**src/hw/rtl/wma_pkg.sv**
```systemverilog
// wma_pkg: shared types and constants of the warm-up moving average core
// no dependencies; compile first

package wma_pkg;

  // default geometry
  localparam int unsigned WMA_WINDOW          = 16;
  localparam int unsigned WMA_SAMPLE_BITS     = 24;
  localparam int unsigned WMA_MAX_SAMPLE_BITS = 32;

  // fixed field widths of the channels
  localparam int unsigned WMA_MODE_BITS = 2;
  localparam int unsigned WMA_IN_BITS   = 24;
  localparam int unsigned WMA_OUT_BITS  = 24;

  // item kinds
  typedef enum logic [WMA_MODE_BITS-1:0] {
    MODE_SAMPLE  = 2'd0,
    MODE_REPORT  = 2'd1,
    MODE_RESTART = 2'd2
  } wma_mode_e;

  // sequencer states
  typedef enum logic [2:0] {
    ST_IDLE,
    ST_FETCH,
    ST_ACC,
    ST_DIV,
    ST_DONE
  } wma_state_e;

  // input beat
  typedef struct packed {
    logic [WMA_MODE_BITS-1:0] mode;
    logic [WMA_IN_BITS-1:0]   sample_value;
  } wma_in_t;

  // output beat
  typedef struct packed {
    logic [WMA_OUT_BITS-1:0] average;
    logic                    empty_flag;
  } wma_out_t;

  // controls of the serial accumulator
  typedef struct packed {
    logic clear;
    logic load_new;
    logic load_old;
    logic sub;
    logic step;
  } wma_acc_ctrl_t;

  // controls of the serial divider
  typedef struct packed {
    logic load;
    logic step;
  } wma_div_ctrl_t;

endpackage

```
**src/hw/rtl/wma_div.sv**
```systemverilog
// wma_div: restoring divider, one quotient bit per cycle, msb first
// depends on wma_pkg

module wma_div #(
  parameter int unsigned CNT_BITS = 5,
  parameter int unsigned SUM_BITS = 29
) (
  input  logic                   clk_i,
  input  wma_pkg::wma_div_ctrl_t ctrl_i,
  input  logic [SUM_BITS-1:0]    dividend_i,
  input  logic [CNT_BITS-1:0]    divisor_i,
  output logic [SUM_BITS-1:0]    quotient_o
);
  import wma_pkg::*;

  logic [SUM_BITS-1:0] dvd_q, dvd_d;
  logic [CNT_BITS-1:0] rem_q, rem_d;
  logic [CNT_BITS:0]   trial;
  logic [CNT_BITS:0]   diff;
  logic                fits;

  // trial subtract of the divisor from the shifted remainder
  always_comb begin
    trial = {rem_q, dvd_q[SUM_BITS-1]};
    diff  = trial - {1'b0, divisor_i};
    fits  = (trial >= {1'b0, divisor_i});
  end

  // dividend shifts out at the top, quotient bits enter at the bottom
  always_comb begin
    dvd_d = dvd_q;
    rem_d = rem_q;
    if (ctrl_i.load) begin
      dvd_d = dividend_i;
      rem_d = '0;
    end else if (ctrl_i.step) begin
      dvd_d = {dvd_q[SUM_BITS-2:0], fits};
      rem_d = fits ? diff[CNT_BITS-1:0] : trial[CNT_BITS-1:0];
    end
  end

  always_ff @(posedge clk_i) begin
    dvd_q <= dvd_d;
    rem_q <= rem_d;
  end

  assign quotient_o = dvd_q;

endmodule
```
**config.mk**
```make
export PLATFORM = sky130hd
export DESIGN_NAME = wma_div
export DESIGN_NICKNAME = d
export VERILOG_FILES = /design/src/hw/rtl/wma_pkg.sv /design/src/hw/rtl/wma_div.sv
export SDC_FILE = /design/constraint.sdc
export NUM_CORES = 1
export LEC_CHECK = 0
export BUFFER_PORTS_ARGS = -buffer_cell sky130_fd_sc_hd__buf_2
export CORE_ASPECT_RATIO = 0.5
export CORE_MARGIN = 5
export CORE_UTILIZATION = 50
export CTS_CLUSTER_SIZE = 10
export DETAILED_ROUTE_END_ITERATION = 10
export GPL_TIMING_DRIVEN = 0
export PLACE_DENSITY = 0.82
export SLEW_MARGIN = 20
export SYNTH_ARGS = -nofsm -noshare
export SYNTH_HDL_FRONTEND = slang
export SYNTH_SLANG_ARGS = --single-unit
```
**constraint.sdc**
```tcl
create_clock -name clk_i -period 4.1 [get_ports clk_i]
set_clock_uncertainty 0.1 [all_clocks]
set_input_delay 0.82 -clock clk_i [delete_from_list [all_inputs] [get_ports clk_i]]
set_output_delay 0.82 -clock clk_i [all_outputs]
set_load 0.1 [all_outputs]
```
==> results.ini <==
[cells_and_area]
antenna_cells = 0
area_growth_syn_to_layout_pct = 27.04
ff_latch_area_um2 = 970.9
multi_input_area_um2 = 664.4
fin_util_pct = 68.82
fill_cells = 254
nets = 235
fin_cells = 233
drive_gt1_share_pct = 54.40

[detailed_routing]
vias_per_cell = 5.197
drt_iter0_markers = 28
firstDrtPassIters = 4
antenna_left = 0
drc = 0
wl_per_cell_um = 15.10
finalWirelength_um = 3519
vias = 1211

[sta]
worst_slew_pin_slew_ns = 0.6869
finalSetupTns_ns = 0
finalHoldViolCount = 0
slew_headroom_pct = 54.21
setup_viol = 0
rsz0062_at_grt = false
min_period_ns = 2.524
fmax_mhz = 396.2
final-max-slew-violation-count = 0
finalCritPeriodShare_pct = 61.55

[placed_design]
place_congestion = 0.8305
port_buffers = 65
dp.cells = 225
dp_hpwl_um = 2625

[floorplan]
fp.dieArea_um2 = 4711
die_w_um = 92.20
die_height_um = 51.10
start_util_pct = 54.17
num_rows = 14
io_pins = 66
design.core.area_um2 = 3118

[power]
p_total_mw = 1.071
leakage_nw = 0.9448
peakVddDrop_mv = 0.2910
power.density_nw_per_um2 = 499.2

[synth]
synth-edff-count = 29
yosys_warnings = 0
synthesis.nets = 163
synth_cells = 120
synth_area_per_cell_um2 = 14.08
yosys.cell_types.count = 35
async_flop_share_pct = 0
ys.flop_type = edfxtp_1
synthesis.area_um2 = 1689
ys_seq_area_share_pct = 57.48
synth-seq-cells = 34

[clocking]
hold_buffers = 0
cts_setup_buffers = 0
clk_root_buffer_cell = clkbuf_8
tritoncts = built
htreeDepth = 2
cts_made_buffers = 5
clk_pin_slew_ns = 0.07
cts_buffer_depth = 2
cts_resized = 0
insertion_delay_ns = 0.27
cts_sinks = 34

[critical_path]
crit_type = in2reg
cp-end-kind = flop
worstPathMaxFanout = 4
startpoint_type = input port
arrival_ns = 2.60
cp.required_ns = 4.17

[global_route]
first_global_vias = 1286
grt_overflow = 0
grt_usage_pct = 15.91
grt_max_degree = 30
antenna_found_initial = 0
grt_pass1_wl_um = 5830

[min_path]
hp-class = reg2reg

[run]
cap_violations = 0

[run_status]
status = complete, no violations

-- state kept, by name, summed over array words and instances, names as in the netlist --
name	flops
quotient_o	29
rem_q	5
-- path summary, 6_finish.rpt --
kind | from | endpoint | slack [ns] | depth (start not counted)
setup / recovery | divisor_i[0] | rem_q[2]$_SDFFE_PP0P_ | 1.58 | 8
hold / removal | rem_q[1]$_SDFFE_PP0P_ | rem_q[1]$_SDFFE_PP0P_ | 0.43 | 2
setup reg to reg | quotient_o[28]$_DFFE_PP_ | rem_q[2]$_SDFFE_PP0P_ | 1.72 | 8
hold reg to reg | rem_q[1]$_SDFFE_PP0P_ | rem_q[1]$_SDFFE_PP0P_ | 0.43 | 2
-- cells in the mapped netlist (2+ instances only) --
library cell	instances	area (µm²)
nand3_1	2	10.01
nand2_1	3	11.26
ha_1	5	62.56
a21oi_1	4	20.02
nor2_1	5	18.77
inv_1	7	26.28
xnor2_1	2	17.52
a211o_1	2	17.52
a211oi_1	2	15.01
edfxtp_1	29	870.8
dfxtp_1	5	100.1
mux2_2	28	315.3
a311oi_1	2	17.52
clkbuf_1	3	11.26
-- power breakdown --
part / switching [mW] / total [mW] / leakage, nW / internal [mW]
Clock: 0.112 / 0.229 / 0.0426 / 0.117
Sequential: 0.0208 / 0.442 / 0.337 / 0.422
Combinational: 0.308 / 0.400 / 0.565 / 0.0926
-- metal layers --
metal | GRT usage (%) | part of all wire [%] | vias to the layer above
met4 | 4.680 | 0.28 | 0
li1 | - | - | 604
met1 | 17.21 | 42 | 576
met5 | 0 | 0 | -
met2 | 31.16 | 53 | 29
met3 | 4.252 | 4.8 | 2
-- critical path, stage by stage --
cell,delay [ns]
buf_2,0.08
ha_1,0.14
inv_1,0.05
fa_1,0.42
a211o_1,0.30
o211a_1,0.18
or4_1,0.50
o311ai_1,0.10
-- final cells by class --
| cell class | count | area share, % |
|---|---|---|
| Multi-Input combinational cell | 74 | 30.96 |
| Tap cell | 40 | 2.332 |
| Clock inverter | 2 | 0.4082 |
| Buffer | 5 | 1.283 |
| Clock buffer | 6 | 3.382 |
| Timing Repair Buffer | 65 | 15.16 |
| Sequential cell | 34 | 45.25 |
| Inverter | 7 | 1.224 |
-- cells by family after synthesis --
logic type / count (synthesis) / synth area share, %
compound gates: 19 / 8.371
xor+xnor: 2 / 1.037
fa+ha+maj: 6 / 4.889
buf+inv: 12 / 3.185
flops: 34 / 57.48
mux: 28 / 18.67
simple gates: 19 / 6.371
-- metrics by stage --
stage	cell area [µm²]	setup slack [ns]	hold slack (ns)
6_report	2146	1.576	0.4298
5_1_grt	2146	1.481	0.4671
2_1_floorplan	1689	1.379	0.3768
4_1_cts	2146	1.580	0.4255
3_5_place_dp	2064	1.289	0.4156
3_3_place_gp	2064	1.345	0.4033
-- cells in the final DEF (no fill, tap or decap), drive strengths merged, types with 2 or more instances in the layout --
master  count
nor2        5
inv         7
xnor2       2
mux2       28
buf        67
ha          5
clkinv      2
nand3       2
a211o       3
dfxtp       5
a211oi      2
a21oi       4
edfxtp     29
nand2       3
a311oi      2
clkbuf      9
Note: power is estimated with default switching activity, not from simulation.
