<file path="src/hw/rtl/wma_ram.sv">
// wma_ram: generic single write port ram with registered read
// no dependencies

module wma_ram #(
  parameter int unsigned WIDTH = 24,
  parameter int unsigned DEPTH = 16,
  parameter int unsigned AW    = (DEPTH > 1) ? $clog2(DEPTH) : 1
) (
  input  logic             clk_i,
  input  logic             we_i,
  input  logic [AW-1:0]    waddr_i,
  input  logic [WIDTH-1:0] wdata_i,
  input  logic [AW-1:0]    raddr_i,
  output logic [WIDTH-1:0] rdata_o
);

  logic [WIDTH-1:0] mem_q [DEPTH];
  logic [WIDTH-1:0] rdata_q;

  // write port and registered read (read returns old data on collision)
  always_ff @(posedge clk_i) begin
    if (we_i) begin
      mem_q[waddr_i] <= wdata_i;
    end
    rdata_q <= mem_q[raddr_i];
  end

  assign rdata_o = rdata_q;

endmodule

</file>
<file path="config.mk">
export PLATFORM = sky130hd
export DESIGN_NAME = wma_ram
export DESIGN_NICKNAME = d
export VERILOG_FILES = /design/src/hw/rtl/wma_ram.sv
export SDC_FILE = /design/constraint.sdc
export NUM_CORES = 1
export LEC_CHECK = 0
export ABC_AREA = 1
export BUFFER_PORTS_ARGS = -buffer_cell sky130_fd_sc_hd__buf_4
export CORE_ASPECT_RATIO = 0.7
export CORE_MARGIN = 3
export CORE_UTILIZATION = 55
export CTS_CLUSTER_DIAMETER = 150
export DETAILED_ROUTE_END_ITERATION = 10
export PLACE_DENSITY = 0.82
export SYNTH_ARGS = -nofsm -noshare
export SYNTH_HDL_FRONTEND = slang
export SYNTH_SLANG_ARGS = --single-unit
</file>
<file path="constraint.sdc">
create_clock -name clk_i -period 2.45 [get_ports clk_i]
set_input_delay 0.3675 -clock clk_i [delete_from_list [all_inputs] [get_ports clk_i]]
set_output_delay 0.3675 -clock clk_i [all_outputs]
set_load 0.01 [all_outputs]
</file>
==> flow_summary_export.csv, run 1 <==
group,metric,value,unit
run_status,status,"finished clean",
clock_network,cts_tree,"done",
sta,setup_viol,0,
placed_design,place_ws,0.640,ns
critical_path,path_max_fanout,1,
route,drtIter0Drc,1767,
global_routing,grt.overflow.total,0,
critical_path,critPathSlowestCell,"dfxtp_1",
min_path,hold_start,"wdata_i[0]",
critical_path,path_class,"reg2out",
min_path,hold_class,"in2reg",
critical_path,path_cells,"buf_4",
global_routing,met2_usage,39.7,%
sta,finalSetupTns,0,ns
logic_synthesis,ys_seq_elements,408,
route,vias,11400,
critical_path,crit_path_end_kind,"output pin",
floorplan,io_pins,58,
route,drtAntennaViolNets,0,
floorplan,core_area,30200,um^2
clock_network,cts_root_buf,"clkbuf_16",
sta,layout_setup_ws,0.927,ns
route,drc,0,
power_and_ir_drop,power,14.7,mW
global_routing,use_met3,4.81,%
route,drt-total-wl,41100,um
job,maxCapViolCount,0,
global_routing,grt-busiest-layer,"met2",
logic_synthesis,synth.most_common_cell,"nand2_1",
sta,final_max_slew_viol_count,0,
power_and_ir_drop,p_leak,8.19,nW
floorplan,die_h,153,um
critical_path,max_stage_delay,0.44,ns
sta,fin_hold_ws,0.142,ns
final_layout,final_layout_size_suffix_gt1_share,9.41,%
placed_design,port_buffers,57,
global_routing,antenna_found_initial,2,
final_layout,seqCellArea,12000,um^2
sta,post-route-period-util,62.2,%
final_layout,num-nets-final,1685,
clock_network,ctsHoldBuffers,0,
clock_network,insertion_delay,0.54,ns
route,wl_per_cell,19.6,um
sta,fin_skew,0.0159,ns
global_routing,grt_max_degree,128,
clock_network,cts_buffer_depth,3,
logic_synthesis,synth_nets,1631,
logic_synthesis,postSynthAreaPerCell,10.6,um^2
global_routing,grt_pass1_vias,11400,
clock_network,cts_resized,0,
floorplan,die-width,216,um
logic_synthesis,yosys-top-cells-count,"nand2_1 (509), edfxtp_1 (384), inv_1 (292), nand3_1 (289), buf_2 (44)",
critical_path,cp-startpoint,"rdata_o[18]$_DFF_P_",
logic_synthesis,synth_cell_types,12,
sta,slew_headroom,52.1,%
clock_network,postCtsSetupBuffers,0,
sta,hold_violations,0,
logic_synthesis,synth_flop_cell,"edfxtp_1",
clock_network,cts_buffers,38,
critical_path,worstSetupStartpointType,"register",
sta,fmax,0.657,GHz
sta,finalCriticalPeriod,1.52,ns
clock_network,clk_pin_slew,0.07,ns
logic_synthesis,ys_seq_area_share,70.9,%
logic_synthesis,yosys-top-cells-area,"edfxtp_1 (68%), nand2_1 (11%), nand3_1 (8.5%)",
route,first_pass_iters,6,
final_layout,multi_input_area,3540,um^2
global_routing,gr-usage-met1,34.9,%
global_routing,grt_use_total,25.1,%
final_layout,area_delta_synth_final,13.2,%
logic_synthesis,ys_warn_count,0,
critical_path,cp_top_family,"flip-flops",
critical_path,rr_startpoint,"mem_q[15][17]$_DFFE_PP_",
sta,tightest_slew,0.719,ns
power_and_ir_drop,ir_drop,0.425,mV
placed_design,dpl.hpwl,23100,um
logic_synthesis,synth_edf_count,384,
clock_network,numClockSinks,408,
logic_synthesis,async_reset_ff_share,0,%
critical_path,crit_arrival,1.16,ns
power_and_ir_drop,powerDensity,766,nW/um^2
floorplan,start_util,56.2,%
critical_path,worstPathRequired,2.08,ns
final_layout,n_fill_cell,2170,
placed_design,gp_congestion,0.817,
route,avgViaCountPerCell,5.47,
clock_network,htree_levels,2,
logic_synthesis,synth_cells,1597,
critical_path,cp_num_buf_inv,1,
logic_synthesis,synth_area,17000,um^2
sta,rsz0062_at_grt,"false",
logic_synthesis,synth_area_leader_cell,"edfxtp_1",
global_routing,grt_pass1_wl,63700,um
logic_synthesis,yosysTopAreaCellShare,68.0,%
floorplan,dieArea,33000,um^2
floorplan,rows,53,
==> state kept, by name, indices dropped and copies added, names as in the netlist <==
name     cells
rdata_o     24
mem_q      384
==> metrics by stage <==
step	util [%]	cell area (um^2)	instances
6_report	63.6	19200	2092
5_1_grt	63.6	19200	2091
4_1_cts	63.6	19200	2091
3_5_place_dp	59.6	18000	2023
3_3_place_gp	59.6	18000	2023
2_1_floorplan	-	17000	1597
==> per-layer routing <==
| metal | wire [um] | up-vias | part of all wire, % |
|---|---|---|---|
| li1 | - | 5255 | - |
| met1 | 15900 | 5360 | 39 |
| met2 | 19200 | 710 | 47 |
| met3 | 4450 | 118 | 11 |
| met4 | 1530 | 4 | 3.7 |
| met5 | 31 | - | 0.075 |
==> layout make-up <==
class | instances | share of cell area (%)
clock buffer | 52 | 5.56
antenna | 1 | 0.0130
clock inverter | 16 | 0.756
multi-input combinational | 817 | 18.4
inverter | 294 | 5.76
timing repair buffer | 92 | 4.20
tap | 412 | 2.69
sequential | 408 | 62.6
==> cells in the final DEF, fill, tap and decap left out, drive strengths merged <==
cell / count
buf: 92
bufinv: 3
clkbuf: 52
clkinv: 12
clkinvlp: 1
dfxtp: 24
diode: 1
edfxtp: 384
inv: 294
nand2: 509
nand3: 289
nand3b: 2
nor2: 17
==> where the power goes <==
part | leakage [nW] | switching (mW) | internal, mW
Clock | 0.584 | 2.48 | 3.36
Combinational | 3.94 | 0.693 | 0.304
Sequential | 3.67 | 0.0561 | 7.80
==> worst paths after layout <==
kind                                 to  slack [ns]  cells past startpoint
setup reg to reg    rdata_o[17]$_DFF_P_        1.30                      6
setup / recovery            rdata_o[18]        0.93                      1
hold reg to reg     rdata_o[18]$_DFF_P_        0.66                      6
hold / removal    mem_q[9][0]$_DFFE_PP_        0.14                      1
==> logic make-up (layout without fill, tap and decap cells) <==
kind of cell	after synthesis	after routing	share of synthesized area, %
AND/OR/NAND/NOR	817	817	20.3
buffers and inverters	372	454	8.87
other	0	1	0
flip-flops	408	408	70.9
Power figures use the tool's default switching activity.
==> run 2: changes to the inputs <==
--- a/config.mk
+++ b/config.mk
@@ -12,7 +12,7 @@
 export CORE_UTILIZATION = 55
 export CTS_CLUSTER_DIAMETER = 150
 export DETAILED_ROUTE_END_ITERATION = 10
-export PLACE_DENSITY = 0.82
+export PLACE_DENSITY = 0.85
 export SYNTH_ARGS = -nofsm -noshare
 export SYNTH_HDL_FRONTEND = slang
 export SYNTH_SLANG_ARGS = --single-unit
==> constraint.sdc (replaced) <==
create_clock -name clk_i -period 1.31 [get_ports clk_i]
set_input_delay 0.1965 -clock clk_i [delete_from_list [all_inputs] [get_ports clk_i]]
set_output_delay 0.1965 -clock clk_i [all_outputs]
set_load 0.01 [all_outputs]
==> run 2 against run 1 <==
Register-to-register slack got worse by 1.1 ns. Setup slack got worse by 0.90 ns. Total power increased by 89%. First-iteration DRC count decreased by 22%. Critical path depth unchanged. Clock skew increased by 0.012 ns. Clock-buffer cell count decreased by 2. Die area unchanged. Combinational power increased by 110%. Critical endpoint is now rdata_o[1].
==> flow_summary_export.csv, run 2 (synthesized netlist as in run 1, its figures left out) <==
group,metric,value,unit
run_status,status,"finished clean",
power_and_ir_drop,clkPwrFrac,39.7,%
power_and_ir_drop,power,27.9,mW
sta,rsz0062_at_grt,"false",
floorplan,rows,53,
route,drc,0,
global_routing,grt_use_total,25.9,%
route,drt-total-wl,42600,um
global_routing,grt_max_degree,53,
final_layout,num-nets-final,1739,
sta,finalCriticalPeriod,1.29,ns
critical_path,worstSetupStartpointType,"register",
job,maxCapViolCount,0,
sta,fin_skew,0.0281,ns
clock_network,cts_root_buf,"clkbuf_16",
sta,post-route-period-util,98.2,%
clock_network,htree_levels,2,
final_layout,final_area,20200,um^2
critical_path,cp_num_buf_inv,1,
critical_path,worstPathRequired,1.11,ns
power_and_ir_drop,ir_drop,1.16,mV
min_path,hold_class,"in2reg",
route,wl_per_cell,19.9,um
critical_path,critPathSlowestCell,"dfxtp_1",
critical_path,cp_top_family,"flip-flops",
final_layout,largest_reg_flops,384,
final_layout,final_util,66.8,%
global_routing,grt_pass1_wl,66100,um
placed_design,gp_congestion,0.866,
clock_network,cts_tree,"done",
clock_network,cts_buffers,37,
floorplan,dieArea,33000,um^2
route,first_pass_iters,5,
floorplan,core_area,30200,um^2
placed_design,dpl_cell_area,18800,um^2
floorplan,die-width,216,um
placed_design,port_buffers,57,
power_and_ir_drop,switching_share,21.9,%
critical_path,path_class,"reg2out",
critical_path,path_max_fanout,1,
clock_network,clk_pin_slew,0.07,ns
sta,slew_headroom,74.1,%
placed_design,dpl.hpwl,25100,um
sta,setup_viol,0,
final_layout,area_delta_synth_final,18.9,%
floorplan,die_h,153,um
final_layout,largest_register,"mem_q",
sta,fin_hold_ws,0.0140,ns
power_and_ir_drop,p_comb_share,7.5,%
floorplan,io_pins,58,
power_and_ir_drop,powerDensity,1380,nW/um^2
sta,hold_violations,0,
sta,finalSetupTns,0,ns
final_layout,final_layout_size_suffix_gt1_share,12.3,%
critical_path,crit_arrival,1.09,ns
route,vias,11800,
global_routing,antenna_found_initial,0,
final_layout,final_common_cell,"nand2_1",
power_and_ir_drop,seqPwrFrac,52.8,%
critical_path,reg2reg_slack,0.20,ns
power_and_ir_drop,p_leak,8.60,nW
global_routing,grt_pass1_vias,11900,
sta,tightest_slew,0.389,ns
clock_network,insertion_delay,0.54,ns
global_routing,grt.overflow.total,0,
power_and_ir_drop,p_sw,6.11,mW
sta,fmax,0.777,GHz
power_and_ir_drop,p_int,21.7,mW
critical_path,crit_path_end_kind,"output pin",
critical_path,max_stage_delay,0.41,ns
route,avgViaCountPerCell,5.49,
floorplan,start_util,56.2,%
clock_network,numClockSinks,408,
route,drtAntennaViolNets,0,
clock_network,cts_buffer_depth,3,
sta,final_max_slew_viol_count,0,
final_layout,final_cell_mix,"nand2_1 (509), edfxtp_1 (384), inv_1 (291)",
route,drtIter0Drc,1379,
critical_path,path_cells,"buf_4",
==> run 2: changes by cell type in the layout (fill, tap and decap cells not counted), moves of 5 or more <==
cell / change
dlygate4sd3_1: +13
buf_12: +38
clkinv_1: -8
clkbuf_8: +7
clkbuf_1: -5
==> run 2: cell type report <==
cell class,count,area [um^2]
sequential,408,12000
fill,2082,10000
multi-input combinational,817,3560
tap,412,515
antenna,1,2.50
clock buffer,50,1040
inverter,294,1110
timing repair buffer,147,1730
clock inverter,15,185
==> run 2: final timing paths <==
| path | start | end | cells past startpoint |
|---|---|---|---|
| max | rdata_o[1]$_DFF_P_ | rdata_o[1] | 1 |
| min | wdata_i[1] | mem_q[13][1]$_DFFE_PP_ | 1 |
| max reg2reg | mem_q[11][5]$_DFFE_PP_ | rdata_o[5]$_DFF_P_ | 6 |
| min reg2reg | mem_q[14][2]$_DFFE_PP_ | rdata_o[2]$_DFF_P_ | 6 |
==> run 2: metal layers <==
metal  part of all wire, %  vias up  wire [um]  track usage (%)
met2                    50      695      21100             43.9
met5                     0        -          0                0
met4                   3.2        0       1380             9.21
li1                      -     5368          -                -
met3                   9.4      118       3990             4.57
met1                    38     5592      16100             34.0
==> run 2: timing repair <==
action                                 in CTS  in global routing
hold buffers                               13                  0
gates resized for setup                     2                  1
setup buffers                               0                  0
endpoints found under the hold margin     101                  0
setup endpoints to repair                   2                  1
==> run 2: stage by stage <==
stage          setup WS [ns]  std cells
2_1_floorplan         -0.209       1597
3_3_place_gp         -0.0377       2065
3_5_place_dp         -0.0681       2065
4_1_cts              0.00263       2143
5_1_grt               0.0170       2143
6_report              0.0230       2144
==> run 2: power groups by stage <==
stage / Clock, mW / Sequential (mW) / Combinational, mW
after floorplan: 0 / 15.0 / 0.964
after global placement: 0 / 15.0 / 1.95
after detailed placement: 0 / 15.0 / 2.02
after CTS: 11.2 / 14.7 / 2.08
after global routing: 11.6 / 14.7 / 2.26
final: 11.0 / 14.7 / 2.10
