==> src/hw/rtl/wma_pkg.sv <==
// wma_pkg: shared types and constants of the warm-up moving average core
// no dependencies; compile first

package wma_pkg;

  // default geometry
  localparam int unsigned WMA_WINDOW          = 16;
  localparam int unsigned WMA_SAMPLE_BITS     = 24;
  localparam int unsigned WMA_MAX_SAMPLE_BITS = 32;

  // fixed field widths of the channels
  localparam int unsigned WMA_MODE_BITS = 2;
  localparam int unsigned WMA_IN_BITS   = 24;
  localparam int unsigned WMA_OUT_BITS  = 24;

  // item kinds
  typedef enum logic [WMA_MODE_BITS-1:0] {
    MODE_SAMPLE  = 2'd0,
    MODE_REPORT  = 2'd1,
    MODE_RESTART = 2'd2
  } wma_mode_e;

  // sequencer states
  typedef enum logic [2:0] {
    ST_IDLE,
    ST_FETCH,
    ST_ACC,
    ST_DIV,
    ST_DONE
  } wma_state_e;

  // input beat
  typedef struct packed {
    logic [WMA_MODE_BITS-1:0] mode;
    logic [WMA_IN_BITS-1:0]   sample_value;
  } wma_in_t;

  // output beat
  typedef struct packed {
    logic [WMA_OUT_BITS-1:0] average;
    logic                    empty_flag;
  } wma_out_t;

  // controls of the serial accumulator
  typedef struct packed {
    logic clear;
    logic load_new;
    logic load_old;
    logic sub;
    logic step;
  } wma_acc_ctrl_t;

  // controls of the serial divider
  typedef struct packed {
    logic load;
    logic step;
  } wma_div_ctrl_t;

endpackage

==> src/hw/rtl/wma_acc.sv <==
// wma_acc: bit-serial running sum, sum + new (- old when sub is set) one bit per cycle
// depends on wma_pkg

module wma_acc #(
  parameter int unsigned SAMPLE_BITS = 24,
  parameter int unsigned SUM_BITS    = 29
) (
  input  logic                         clk_i,
  input  logic                         rst_ni,
  input  wma_pkg::wma_acc_ctrl_t       ctrl_i,
  input  logic [SAMPLE_BITS-1:0]       new_val_i,
  input  logic [SAMPLE_BITS-1:0]       old_val_i,
  output logic [SUM_BITS-1:0]          sum_o
);
  import wma_pkg::*;

  logic [SUM_BITS-1:0]    sum_q, sum_d;
  logic [SAMPLE_BITS-1:0] new_q, new_d;
  logic [SAMPLE_BITS-1:0] old_q, old_d;
  logic [1:0]             carry_q, carry_d;
  logic                   sub_q, sub_d;
  logic [2:0]             total;

  // one column of sum + new + ~old + carry, ~old only when sub is set; old shifts in zeros so ~old sign-extends
  always_comb begin
    total = 3'(sum_q[0]) + 3'(new_q[0]) + 3'(sub_q & ~old_q[0]) + 3'(carry_q);
  end

  // operand shift registers
  always_comb begin
    new_d   = new_q;
    old_d   = old_q;
    sub_d   = sub_q;
    carry_d = carry_q;
    if (ctrl_i.load_new) begin
      new_d   = new_val_i;
      sub_d   = ctrl_i.sub;
      carry_d = 2'(ctrl_i.sub);
    end else if (ctrl_i.load_old) begin
      old_d = old_val_i;
    end else if (ctrl_i.step) begin
      new_d   = {1'b0, new_q[SAMPLE_BITS-1:1]};
      old_d   = {1'b0, old_q[SAMPLE_BITS-1:1]};
      carry_d = total[2:1];
    end
  end

  // sum rotates right, result bit enters at the top
  always_comb begin
    sum_d = sum_q;
    if (ctrl_i.clear) begin
      sum_d = '0;
    end else if (ctrl_i.step) begin
      sum_d = {total[0], sum_q[SUM_BITS-1:1]};
    end
  end

  always_ff @(posedge clk_i or negedge rst_ni) begin
    if (!rst_ni) begin
      sum_q   <= '0;
      sub_q   <= 1'b0;
      carry_q <= '0;
    end else begin
      sum_q   <= sum_d;
      sub_q   <= sub_d;
      carry_q <= carry_d;
    end
  end

  always_ff @(posedge clk_i) begin
    new_q <= new_d;
    old_q <= old_d;
  end

  assign sum_o = sum_q;

endmodule

==> config.mk <==
export PLATFORM = sky130hd
export DESIGN_NAME = wma_acc
export DESIGN_NICKNAME = d
export VERILOG_FILES = /design/src/hw/rtl/wma_pkg.sv /design/src/hw/rtl/wma_acc.sv
export SDC_FILE = /design/constraint.sdc
export NUM_CORES = 1
export LEC_CHECK = 0
export BUFFER_PORTS_ARGS = -buffer_cell sky130_fd_sc_hd__clkbuf_2
export CAP_MARGIN = 30
export CORE_UTILIZATION = 57
export DETAILED_ROUTE_END_ITERATION = 10
export PLACE_DENSITY = 0.92
export SYNTH_ARGS = -nofsm -noshare
export SYNTH_HDL_FRONTEND = slang
export SYNTH_SLANG_ARGS = --single-unit
==> constraint.sdc <==
create_clock -name clk_i -period 4.8 [get_ports clk_i]
set_input_delay 1.44 -clock clk_i [delete_from_list [all_inputs] [get_ports clk_i]]
set_output_delay 1.44 -clock clk_i [all_outputs]
set_load 0.02 [all_outputs]
==> flow_metrics.env, run 1 <==
export IMPL_syn_avg_cell_area_um2=15.5
export IMPL_synthXorXnorAreaFrac=0
export IMPL_synth_edff_count=48
export IMPL_numCtsBuffers=9
export IMPL_yosys_top_cells_count="edfxtp_1, mux2_2, dfrtp_1, nor2_1, mux2i_1"
export IMPL_internal_power_mw=1.08
export IMPL_yosys_warnings=0
export IMPL_worstHoldEndpoint="sum_o[5]"
export IMPL_synth_most_common_cell="edfxtp_1"
export IMPL_leakage_nw=1.86
export IMPL_hold_path_depth=2
export IMPL_ant_nets=0
export IMPL_grtUsageTotal=0.205
export IMPL_grt_pass1_vias=1977
export IMPL_root_buffer="clkbuf_8"
export IMPL_ys_top_cells_by_area="edfxtp_1, dfrtp_1, mux2_2, mux2i_1, nor2_1"
export IMPL_setup_violations=0
export IMPL_worstPathRequired_ps=4850
export IMPL_tns_ps=0
export IMPL_ys_flop_type="edfxtp_1"
export IMPL_slowest_stage="nand2b_1"
export IMPL_slew_violations=0
export IMPL_ys_seq_elements=80
export IMPL_end_kind="flip-flop"
export IMPL_grt_overflow=0
export IMPL_cts_resized=0
export IMPL_status="finished, final reports clean"
export IMPL_clock_skew_ps=4.27
export IMPL_fin_crit_sh=0.584
export IMPL_final_hold_violation_count=0
export IMPL_cp_num_buf_inv=2
export IMPL_path_clk_slew_ps=80
export IMPL_synth_seq_area_share=0.659
export IMPL_crit_chain="clkbuf_2, nand2b_1, nand2b_1, buf_6"
export IMPL_r2r_end="carry_q[0]"
export IMPL_numPortBuffers=83
export IMPL_drt_wl_total_um=5890
export IMPL_cts_htree_levels=3
export IMPL_clock_sinks=80
export IMPL_fin_crit_ps=2800
export IMPL_combPwrFrac=0.089
export IMPL_fin_util=0.721
export IMPL_num_rows=27
export IMPL_synth_top_family_by_area="multiplexers"
export IMPL_holdCritPathClass="flip-flop to flip-flop"
export IMPL_via_count=1990
export IMPL_worst_r2r_path_depth=8
export IMPL_nets=361
export IMPL_async_flop_share=0.400
export IMPL_cts_tree="yes"
export IMPL_antenna_found_initial=0
export IMPL_synthMuxAreaShare=0.238
export IMPL_firstDrtPassIters=3
export IMPL_postCtsHoldBufs=0
export IMPL_yosysTopAreaCellShare=0.424
export IMPL_die_area_um2=6280
export IMPL_die_w_um=79.3
export IMPL_max_stage_delay_ps=470
export IMPL_yosysTopAreaCell="edfxtp_1"
export IMPL_grt_max_degree=33
export IMPL_min_from="sum_o[5]"
export IMPL_synth_cell_types=22
export IMPL_netlist_instances=219
export IMPL_synth_fa_ha_area_frac=0.0154
export IMPL_hpwl_um=4090
export IMPL_path_delay_family="simple AND/OR/NAND/NOR gates"
export IMPL_vdd_ir_drop_max_mv=0.182
export IMPL_clk_path_buf_depth=2
export IMPL_synth_simple_gate_area_frac=0.0511
export IMPL_regToRegSetupSlack_ps=2520
export IMPL_drive_gt1_frac=0.484
export IMPL_arrival_ps=2850
export IMPL_clk_latency_ps=340
export IMPL_drt_iter0_markers=108
export IMPL_worst_pin_slew_ps=775
export IMPL_swShare=0.219
export IMPL_max_slew_margin_rel=0.483
export IMPL_die_h_um=79.3
export IMPL_cp_max_fo=29
export IMPL_syn_area_um2=3400
export IMPL_area_growth_pct=19.5
export IMPL_cp_common_cell="nand2b_1"
export IMPL_cap_viol_max_count=0
export IMPL_ios=84
export IMPL_critPathLaunchType="primary input"
export IMPL_grt_pass1_wl_um=9330
export IMPL_power_mw=1.38
export IMPL_gp_congestion=0.761
export IMPL_cts_setup_buffers=0
export IMPL_p_per_area_nw_per_um2=340
export IMPL_initial_core_util=0.603
export IMPL_post_drt_wl_per_cell_um=15.5
export IMPL_synth_compound_area_frac=0.00625
export IMPL_fmax_mhz=357
export IMPL_switching_power_mw=0.303
export IMPL_crit_type="primary input to flip-flop"
export IMPL_antenna_cells=0
export IMPL_seq_power_share=0.571
export IMPL_clockPowerShare=0.340
export IMPL_viasPerCell=5.24
export IMPL_rsz0062_at_grt="false"
export IMPL_r2r_start="sub_q"
export IMPL_route_detailed_drc=0
export IMPL_core_um2=5640
export IMPL_syn_nets=277
==> stage by stage <==
step                      area [um2]  hold slack (ps)  cells  setup slack, ps
after global placement          3830              512    362             1480
after global routing            4070              573    380             1880
after floorplan                 3400              491    219             1550
after detailed placement        3870              532    364             1610
after CTS                       4070              555    380             1970
final                           4070              550    380             2000
==> power groups by stage <==
stage | sequential, mW | combinational (mW) | clock (mW)
final | 0.791 | 0.123 | 0.470
after global routing | 0.796 | 0.136 | 0.510
after CTS | 0.791 | 0.125 | 0.480
after detailed placement | 0.805 | 0.125 | 0
after global placement | 0.804 | 0.114 | 0
after floorplan | 0.803 | 0.0787 | 0
==> worst max-delay path by stage <==
stage	from	end	depth (start not counted)
CTS	ctrl_i[2]	new_q[18]	4
global placement	ctrl_i[2]	old_q[12]	3
floorplan	ctrl_i[0]	old_q[0]	4
detailed placement	ctrl_i[2]	new_q[6]	4
finish	ctrl_i[2]	new_q[4]	4
global route	ctrl_i[2]	new_q[6]	4
==> kinds of logic (layout without fill, tap and decap cells) <==
kind of cell             count (synthesis)  count (layout)
AO/OA/AOI/OAI                            3               3
adder cells (fa/ha/maj)                  3               3
buffers and inverters                   18             107
flip-flops                              80              80
multiplexers                            75              75
AND/OR/NAND/NOR                         40              40
==> tightest hold or removal path, delay by kind of cell (launching register included) <==
| family | cells | cell delay, ps |
|---|---|---|
| flip-flops | 1 | 370 |
| AND/OR/NAND/NOR | 1 | 80 |
| multiplexers | 1 | 70 |
==> final cells by class <==
class                      instances  area [um2]
inverter                           5        18.8
fill                             391        1580
sequential                        80        2240
clock inverter                     4        25.0
clock buffer                      12         170
timing repair buffer              86         462
multi-input combinational        121        1060
tap                               72        90.1
==> cells in the final DEF (no fill, tap or decap), types with 5 or more instances in the layout <==
master,instances
clkbuf_2,83
clkbuf_8,10
dfrtp_1,32
edfxtp_1,48
inv_1,5
mux2_2,46
mux2i_1,29
nor2_1,31
==> flip-flops by register name, indices dropped and copies added (netlist names) <==
register and flops:
carry_q 2, new_q 24, old_q 24, sub_q 1
sum_o 29
==> layer usage <==
metal  up-vias  track usage  share of wire
met5         -            0              0
met4         0        0.120          0.023
li1        949            -              -
met2        59        0.313           0.48
met3        14       0.0529          0.055
met1       968        0.266           0.44
No activity file was read; power rests on OpenSTA's default activity.
==> run 2, diff against run 1 <==
--- a/config.mk
+++ b/config.mk
@@ -5,11 +5,12 @@
 export SDC_FILE = /design/constraint.sdc
 export NUM_CORES = 1
 export LEC_CHECK = 0
+export ABC_AREA = 1
 export BUFFER_PORTS_ARGS = -buffer_cell sky130_fd_sc_hd__clkbuf_2
 export CAP_MARGIN = 30
-export CORE_UTILIZATION = 57
+export CORE_UTILIZATION = 48
 export DETAILED_ROUTE_END_ITERATION = 10
-export PLACE_DENSITY = 0.92
+export PLACE_DENSITY = 0.83
 export SYNTH_ARGS = -nofsm -noshare
 export SYNTH_HDL_FRONTEND = slang
 export SYNTH_SLANG_ARGS = --single-unit
==> constraint.sdc (replaced) <==
create_clock -name clk_i -period 2.49 [get_ports clk_i]
set_input_delay 0.747 -clock clk_i [delete_from_list [all_inputs] [get_ports clk_i]]
set_output_delay 0.747 -clock clk_i [all_outputs]
set_load 0.02 [all_outputs]
==> run 2 against run 1 <==
Compared with the run above: critical path depth up 4; clock power grew 73%; combinational power increased by 85%; wire length up 9.3%; clock skew grew 10 ps; via count up 27%; non-clock buffer count up 4; count of clock-buffer cells in the layout increased by 3; sequential cell count unchanged; highest routed layer unchanged.
==> flow_metrics.env, run 2 <==
export IMPL_status="finished, final reports clean"
export IMPL_fmax_mhz=519
export IMPL_yosys_warnings=0
export IMPL_gp_congestion=0.742
export IMPL_syn_nets=407
export IMPL_grt_max_degree=33
export IMPL_arrival_ps=2200
export IMPL_ios=84
export IMPL_fin_crit_ps=1930
export IMPL_die_w_um=86.4
export IMPL_cts_htree_levels=3
export IMPL_cap_viol_max_count=0
export IMPL_drt_wl_total_um=6440
export IMPL_area_growth_pct=18.1
export IMPL_cp_max_fo=1
export IMPL_ys_top_cells_by_area="edfxtp_1, dfrtp_1, nand2_1, nand3_1, buf_4"
export IMPL_leakage_nw=2.09
export IMPL_cts_tree="yes"
export IMPL_drive_gt1_frac=0.245
export IMPL_clock_sinks=80
export IMPL_grt_pass1_vias=2408
export IMPL_netlist_instances=349
export IMPL_vdd_ir_drop_max_mv=0.326
export IMPL_tns_ps=0
export IMPL_cts_resized=0
export IMPL_route_detailed_drc=0
export IMPL_ant_nets=0
export IMPL_worstPathRequired_ps=2760
export IMPL_fin_util=0.590
export IMPL_worst_pin_slew_ps=768
export IMPL_setup_violations=0
export IMPL_core_um2=6830
export IMPL_syn_area_um2=3420
export IMPL_hpwl_um=4420
export IMPL_fillers=622
export IMPL_grt_overflow=0
export IMPL_fin_crit_sh=0.774
export IMPL_slew_violations=0
export IMPL_worst_r2r_path_depth=8
export IMPL_numPortBuffers=83
export IMPL_clk_path_buf_depth=2
export IMPL_clk_latency_ps=340
export IMPL_rsz0062_at_grt="false"
export IMPL_num_rows=30
export IMPL_grt_pass1_wl_um=10800
export IMPL_max_slew_margin_rel=0.488
export IMPL_yosysTopAreaCell="edfxtp_1"
export IMPL_critPathLaunchType="flip-flop"
export IMPL_root_buffer="clkbuf_8"
export IMPL_die_area_um2=7460
export IMPL_mostFrequentLayoutCells="nand2_1, clkbuf_2, edfxtp_1"
export IMPL_yosysTopAreaCellShare=0.422
export IMPL_post_drt_wl_per_cell_um=12.1
export IMPL_final_common_cell="nand2_1"
export IMPL_p_per_area_nw_per_um2=636
export IMPL_synth_most_common_cell="nand2_1"
export IMPL_end_kind="flip-flop"
export IMPL_crit_chain="nor2_1, fa_1, ha_1, inv_1, fa_1, o21ai_0, nand2_1, nand2_1"
export IMPL_cts_setup_buffers=0
export IMPL_fin_hold_ws_ps=470
export IMPL_initial_core_util=0.500
export IMPL_path_clk_slew_ps=70
export IMPL_largest_register_ffs=29
export IMPL_die_h_um=86.4
export IMPL_drt_iter0_markers=132
export IMPL_final_cells=533
export IMPL_ys_flop_type="edfxtp_1"
export IMPL_yosys_top_cells_count="nand2_1, edfxtp_1, dfrtp_1"
export IMPL_antenna_found_initial=0
export IMPL_async_flop_share=0.400
export IMPL_dp_cells=517
export IMPL_numCtsBuffers=9
export IMPL_syn_avg_cell_area_um2=9.79
export IMPL_via_count=2537
export IMPL_synth_edff_count=48
export IMPL_holdCritPathClass="primary input to async pin"
export IMPL_slowest_stage="fa_1"
export IMPL_postCtsHoldBufs=0
export IMPL_crit_type="flip-flop to flip-flop"
export IMPL_synth_seq_area_share=0.656
export IMPL_antenna_cells=0
export IMPL_synth_cell_types=16
export IMPL_ys_seq_elements=80
export IMPL_viasPerCell=4.76
export IMPL_max_stage_delay_ps=420
export IMPL_final_hold_violation_count=0
export IMPL_grtUsageTotal=0.188
export IMPL_nets=490
export IMPL_clock_skew_ps=14.2
export IMPL_firstDrtPassIters=4
run 2: cell count changes in the layout (fill, tap and decap cells not counted), sizes merged, moves of 2 or more:
| cell | before | now |
|---|---|---|
| buf | 3 | 7 |
| and2 | 2 | 0 |
| o21ai | 1 | 10 |
| nand2 | 1 | 197 |
| clkinv | 3 | 1 |
| inv | 6 | 10 |
| mux2i | 29 | 0 |
| nand2b | 2 | 0 |
| nor2 | 32 | 3 |
| mux2 | 46 | 0 |
| nand3 | 0 | 27 |
| clkbuf | 95 | 98 |
run 2: final cells by class:
type                    instances  area [um2]  share of cell area
repair buffers                 90         468               0.116
inverters                      10        37.5             0.00931
well taps                      96         120              0.0298
multi-input cells             241        1000               0.249
flip-flops and latches         80        2240               0.556
clock buffers                  15         156              0.0388
clock inverters                 1        5.00             0.00124
run 2: logic make-up after synthesis:
kind of cell,Yosys count,synth area share
adder cells (fa/ha/maj),3,0.0154
flip-flops,80,0.656
AO/OA/AOI/OAI,11,0.0172
buffers and inverters,28,0.0498
AND/OR/NAND/NOR,227,0.261
run 2: path summary, 6_finish.rpt:
kind | from | end | slack [ps]
min in group clk_i | sum_o[22] | sum_o[22] | 500
setup / recovery | old_q[0] | carry_q[0] | 560
max in group asynchronous | rst_ni | carry_q[1] | 1530
hold reg to reg | sum_o[22] | sum_o[22] | 500
setup reg to reg | old_q[0] | carry_q[0] | 560
hold / removal | rst_ni | sum_o[6] | 470
run 2: metal layers:
metal	vias to the layer above	part of all wire	track usage
met5	-	0	0
met1	1179	0.48	0.261
li1	1281	-	-
met2	65	0.46	0.291
met3	12	0.037	0.0362
met4	0	0.019	0.0818
run 2: per-stage QoR:
step | cell area [um2] | worst slack [ps] | power [mW]
after floorplan | 3420 | 300 | 1.69
after global placement | 3870 | 622 | 1.77
after detailed placement | 3870 | 575 | 1.78
after CTS | 4030 | 558 | 2.59
after global routing | 4030 | 434 | 2.68
final | 4030 | 564 | 2.57
run 2: report_power, final:
part	total (mW)	switching, mW	internal [mW]
Combinational	0.228	0.146	0.0820
Clock	0.814	0.424	0.391
Sequential	1.52	0.0234	1.50
Total	2.57	0.593	1.97
run 2: critical path: cells and delay by family (launching register included):
family / cells / cell delay (ps)
fa+ha+maj: 3 / 1020
flops: 1 / 370
simple gates: 3 / 260
compound gates: 1 / 150
buf+inv: 1 / 70
==> run 3, diff against run 2 <==
==> constraint.sdc (replaced) <==
create_clock -name clk_i -period 1.6 [get_ports clk_i]
set_input_delay 0.48 -clock clk_i [delete_from_list [all_inputs] [get_ports clk_i]]
set_output_delay 0.48 -clock clk_i [all_outputs]
set_load 0.02 [all_outputs]
==> run 3 against run 2 <==
Compared with the run above: the run now ends with setup timing left; first-iteration DRC count is 14% lower; via count increased by 2.1%; power grew 62%; non-clock buffer count grew 7; final cell count is 1.3% higher; cell area grew 3.5%; wire length rose by 1.4%; utilization is 2.1 points higher.
==> flow_metrics.env, run 3 (synthesized netlist as in run 2, its figures left out) <==
export IMPL_status="finished, violations left"
export IMPL_violations="setup timing"
export IMPL_crit_type="flip-flop to flip-flop"
export IMPL_r2r_end="carry_q[0]"
export IMPL_final_cells=540
export IMPL_ios=84
export IMPL_final_hold_violation_count=0
export IMPL_fin_util=0.611
export IMPL_arrival_ps=2170
export IMPL_die_w_um=86.4
export IMPL_cts_tree="yes"
export IMPL_leakage_nw=2.15
export IMPL_rsz0062_at_grt="true"
export IMPL_critPathLaunch="old_q[0]"
export IMPL_via_count=2591
export IMPL_grtUsageTotal=0.192
export IMPL_critPathLaunchType="flip-flop"
export IMPL_largest_register_ffs=29
export IMPL_fin_crit_ps=1880
export IMPL_drt_wl_total_um=6530
export IMPL_root_buffer="clkbuf_8"
export IMPL_mostFrequentLayoutCells="nand2_1, clkbuf_2, edfxtp_1"
export IMPL_cp_max_fo=1
export IMPL_r2r_start="old_q[0]"
export IMPL_final_common_cell="nand2_1"
export IMPL_holdCritPathClass="primary input to async pin"
export IMPL_numCtsBuffers=9
export IMPL_dp_cells=524
export IMPL_clk_path_buf_depth=2
export IMPL_cts_htree_levels=3
export IMPL_hpwl_um=4600
export IMPL_path_clk_slew_ps=80
export IMPL_antenna_cells=0
export IMPL_worstPathRequired_ps=1890
export IMPL_fin_crit_sh=1.18
export IMPL_worst_r2r_path_depth=8
export IMPL_critPathCapture="carry_q[0]"
export IMPL_placed_cell_area_um2=3990
export IMPL_fillers=602
export IMPL_numPortBuffers=83
export IMPL_setup_violations=2
export IMPL_ant_nets=0
export IMPL_drive_gt1_frac=0.273
export IMPL_grt_pass1_vias=2534
export IMPL_core_um2=6830
export IMPL_firstDrtPassIters=5
export IMPL_fin_hold_ws_ps=26.2
export IMPL_regToRegSetupSlack_ps=-280
export IMPL_dp_slack_ps=-357
export IMPL_antenna_found_initial=0
export IMPL_cts_setup_buffers=0
export IMPL_grt_max_degree=25
export IMPL_post_drt_wl_per_cell_um=12.1
export IMPL_route_detailed_drc=0
export IMPL_path_delay_family="adder cells"
export IMPL_tns_ps=-411
export IMPL_grt_overflow=0
export IMPL_power_mw=4.15
export IMPL_grt_pass1_wl_um=11000
export IMPL_cp_depth=8
export IMPL_design_area_um2=4180
export IMPL_max_slew_margin_rel=0.768
export IMPL_area_growth_pct=22.2
export IMPL_worst_pin_slew_ps=348
export IMPL_die_h_um=86.4
export IMPL_clock_skew_ps=6.92
export IMPL_end_kind="flip-flop"
export IMPL_p_per_area_nw_per_um2=995
export IMPL_nets=497
export IMPL_initial_core_util=0.500
export IMPL_slowest_stage="fa_1"
export IMPL_drt_iter0_markers=114
export IMPL_viasPerCell=4.80
export IMPL_slew_violations=0
export IMPL_die_area_um2=7460
export IMPL_cap_viol_max_count=0
export IMPL_max_stage_delay_ps=420
export IMPL_setup_ws_ps=-284
export IMPL_clock_sinks=80
export IMPL_gp_congestion=0.758
export IMPL_postCtsHoldBufs=0
export IMPL_cp_num_buf_inv=1
export IMPL_vdd_ir_drop_max_mv=0.501
export IMPL_clk_latency_ps=340
export IMPL_num_rows=30
export IMPL_crit_chain="nor2_2, fa_1, ha_1, inv_1, fa_1, o21ai_1, nand2_1, nand2_1"
export IMPL_fmax_mhz=531
-- run 3: changes by cell type in the layout (fill, tap and decap cells not counted), sizes merged --
cell,previous run,this run
buf,7,14
clkbuf,98,96
clkinv,1,3
-- run 3: final cells by class --
type                            instances  area [um2]  area share
Sequential cell                        80        2240       0.537
Multi-Input combinational cell        241        1020       0.244
Timing Repair Buffer                   97         571       0.137
Clock buffer                           13         170      0.0407
Tap cell                               96         120      0.0288
Inverter                               10        40.0     0.00959
Clock inverter                          3        15.0     0.00359
-- run 3: worst min-delay path by stage --
stage,start,to,slack (ps),depth (start not counted)
after global placement,rst_ni,carry_q[0],400,1
after global routing,rst_ni,carry_q[1],40,1
after detailed placement,rst_ni,sum_o[23],400,1
final,rst_ni,carry_q[1],30,1
after floorplan,rst_ni,carry_q[0],180,0
after CTS,rst_ni,sum_o[22],30,1
-- run 3: layer usage --
metal	track usage	routed length, um
met5	0	0
met1	0.247	3010
met4	0.0909	104
met3	0.0371	263
met2	0.317	3150
-- run 3: power breakdown --
group          switching [mW]  total, mW  internal [mW]
sequential             0.0373       2.37           2.33
combinational           0.235      0.390          0.155
clock                   0.698       1.39          0.695
-- run 3: timing repair --
action | in CTS | in global routing
pin swaps | 1 | 0
resized for setup | 3 | 0
endpoints found under the hold margin | 0 | 0
endpoints found under the setup margin | 2 | 2
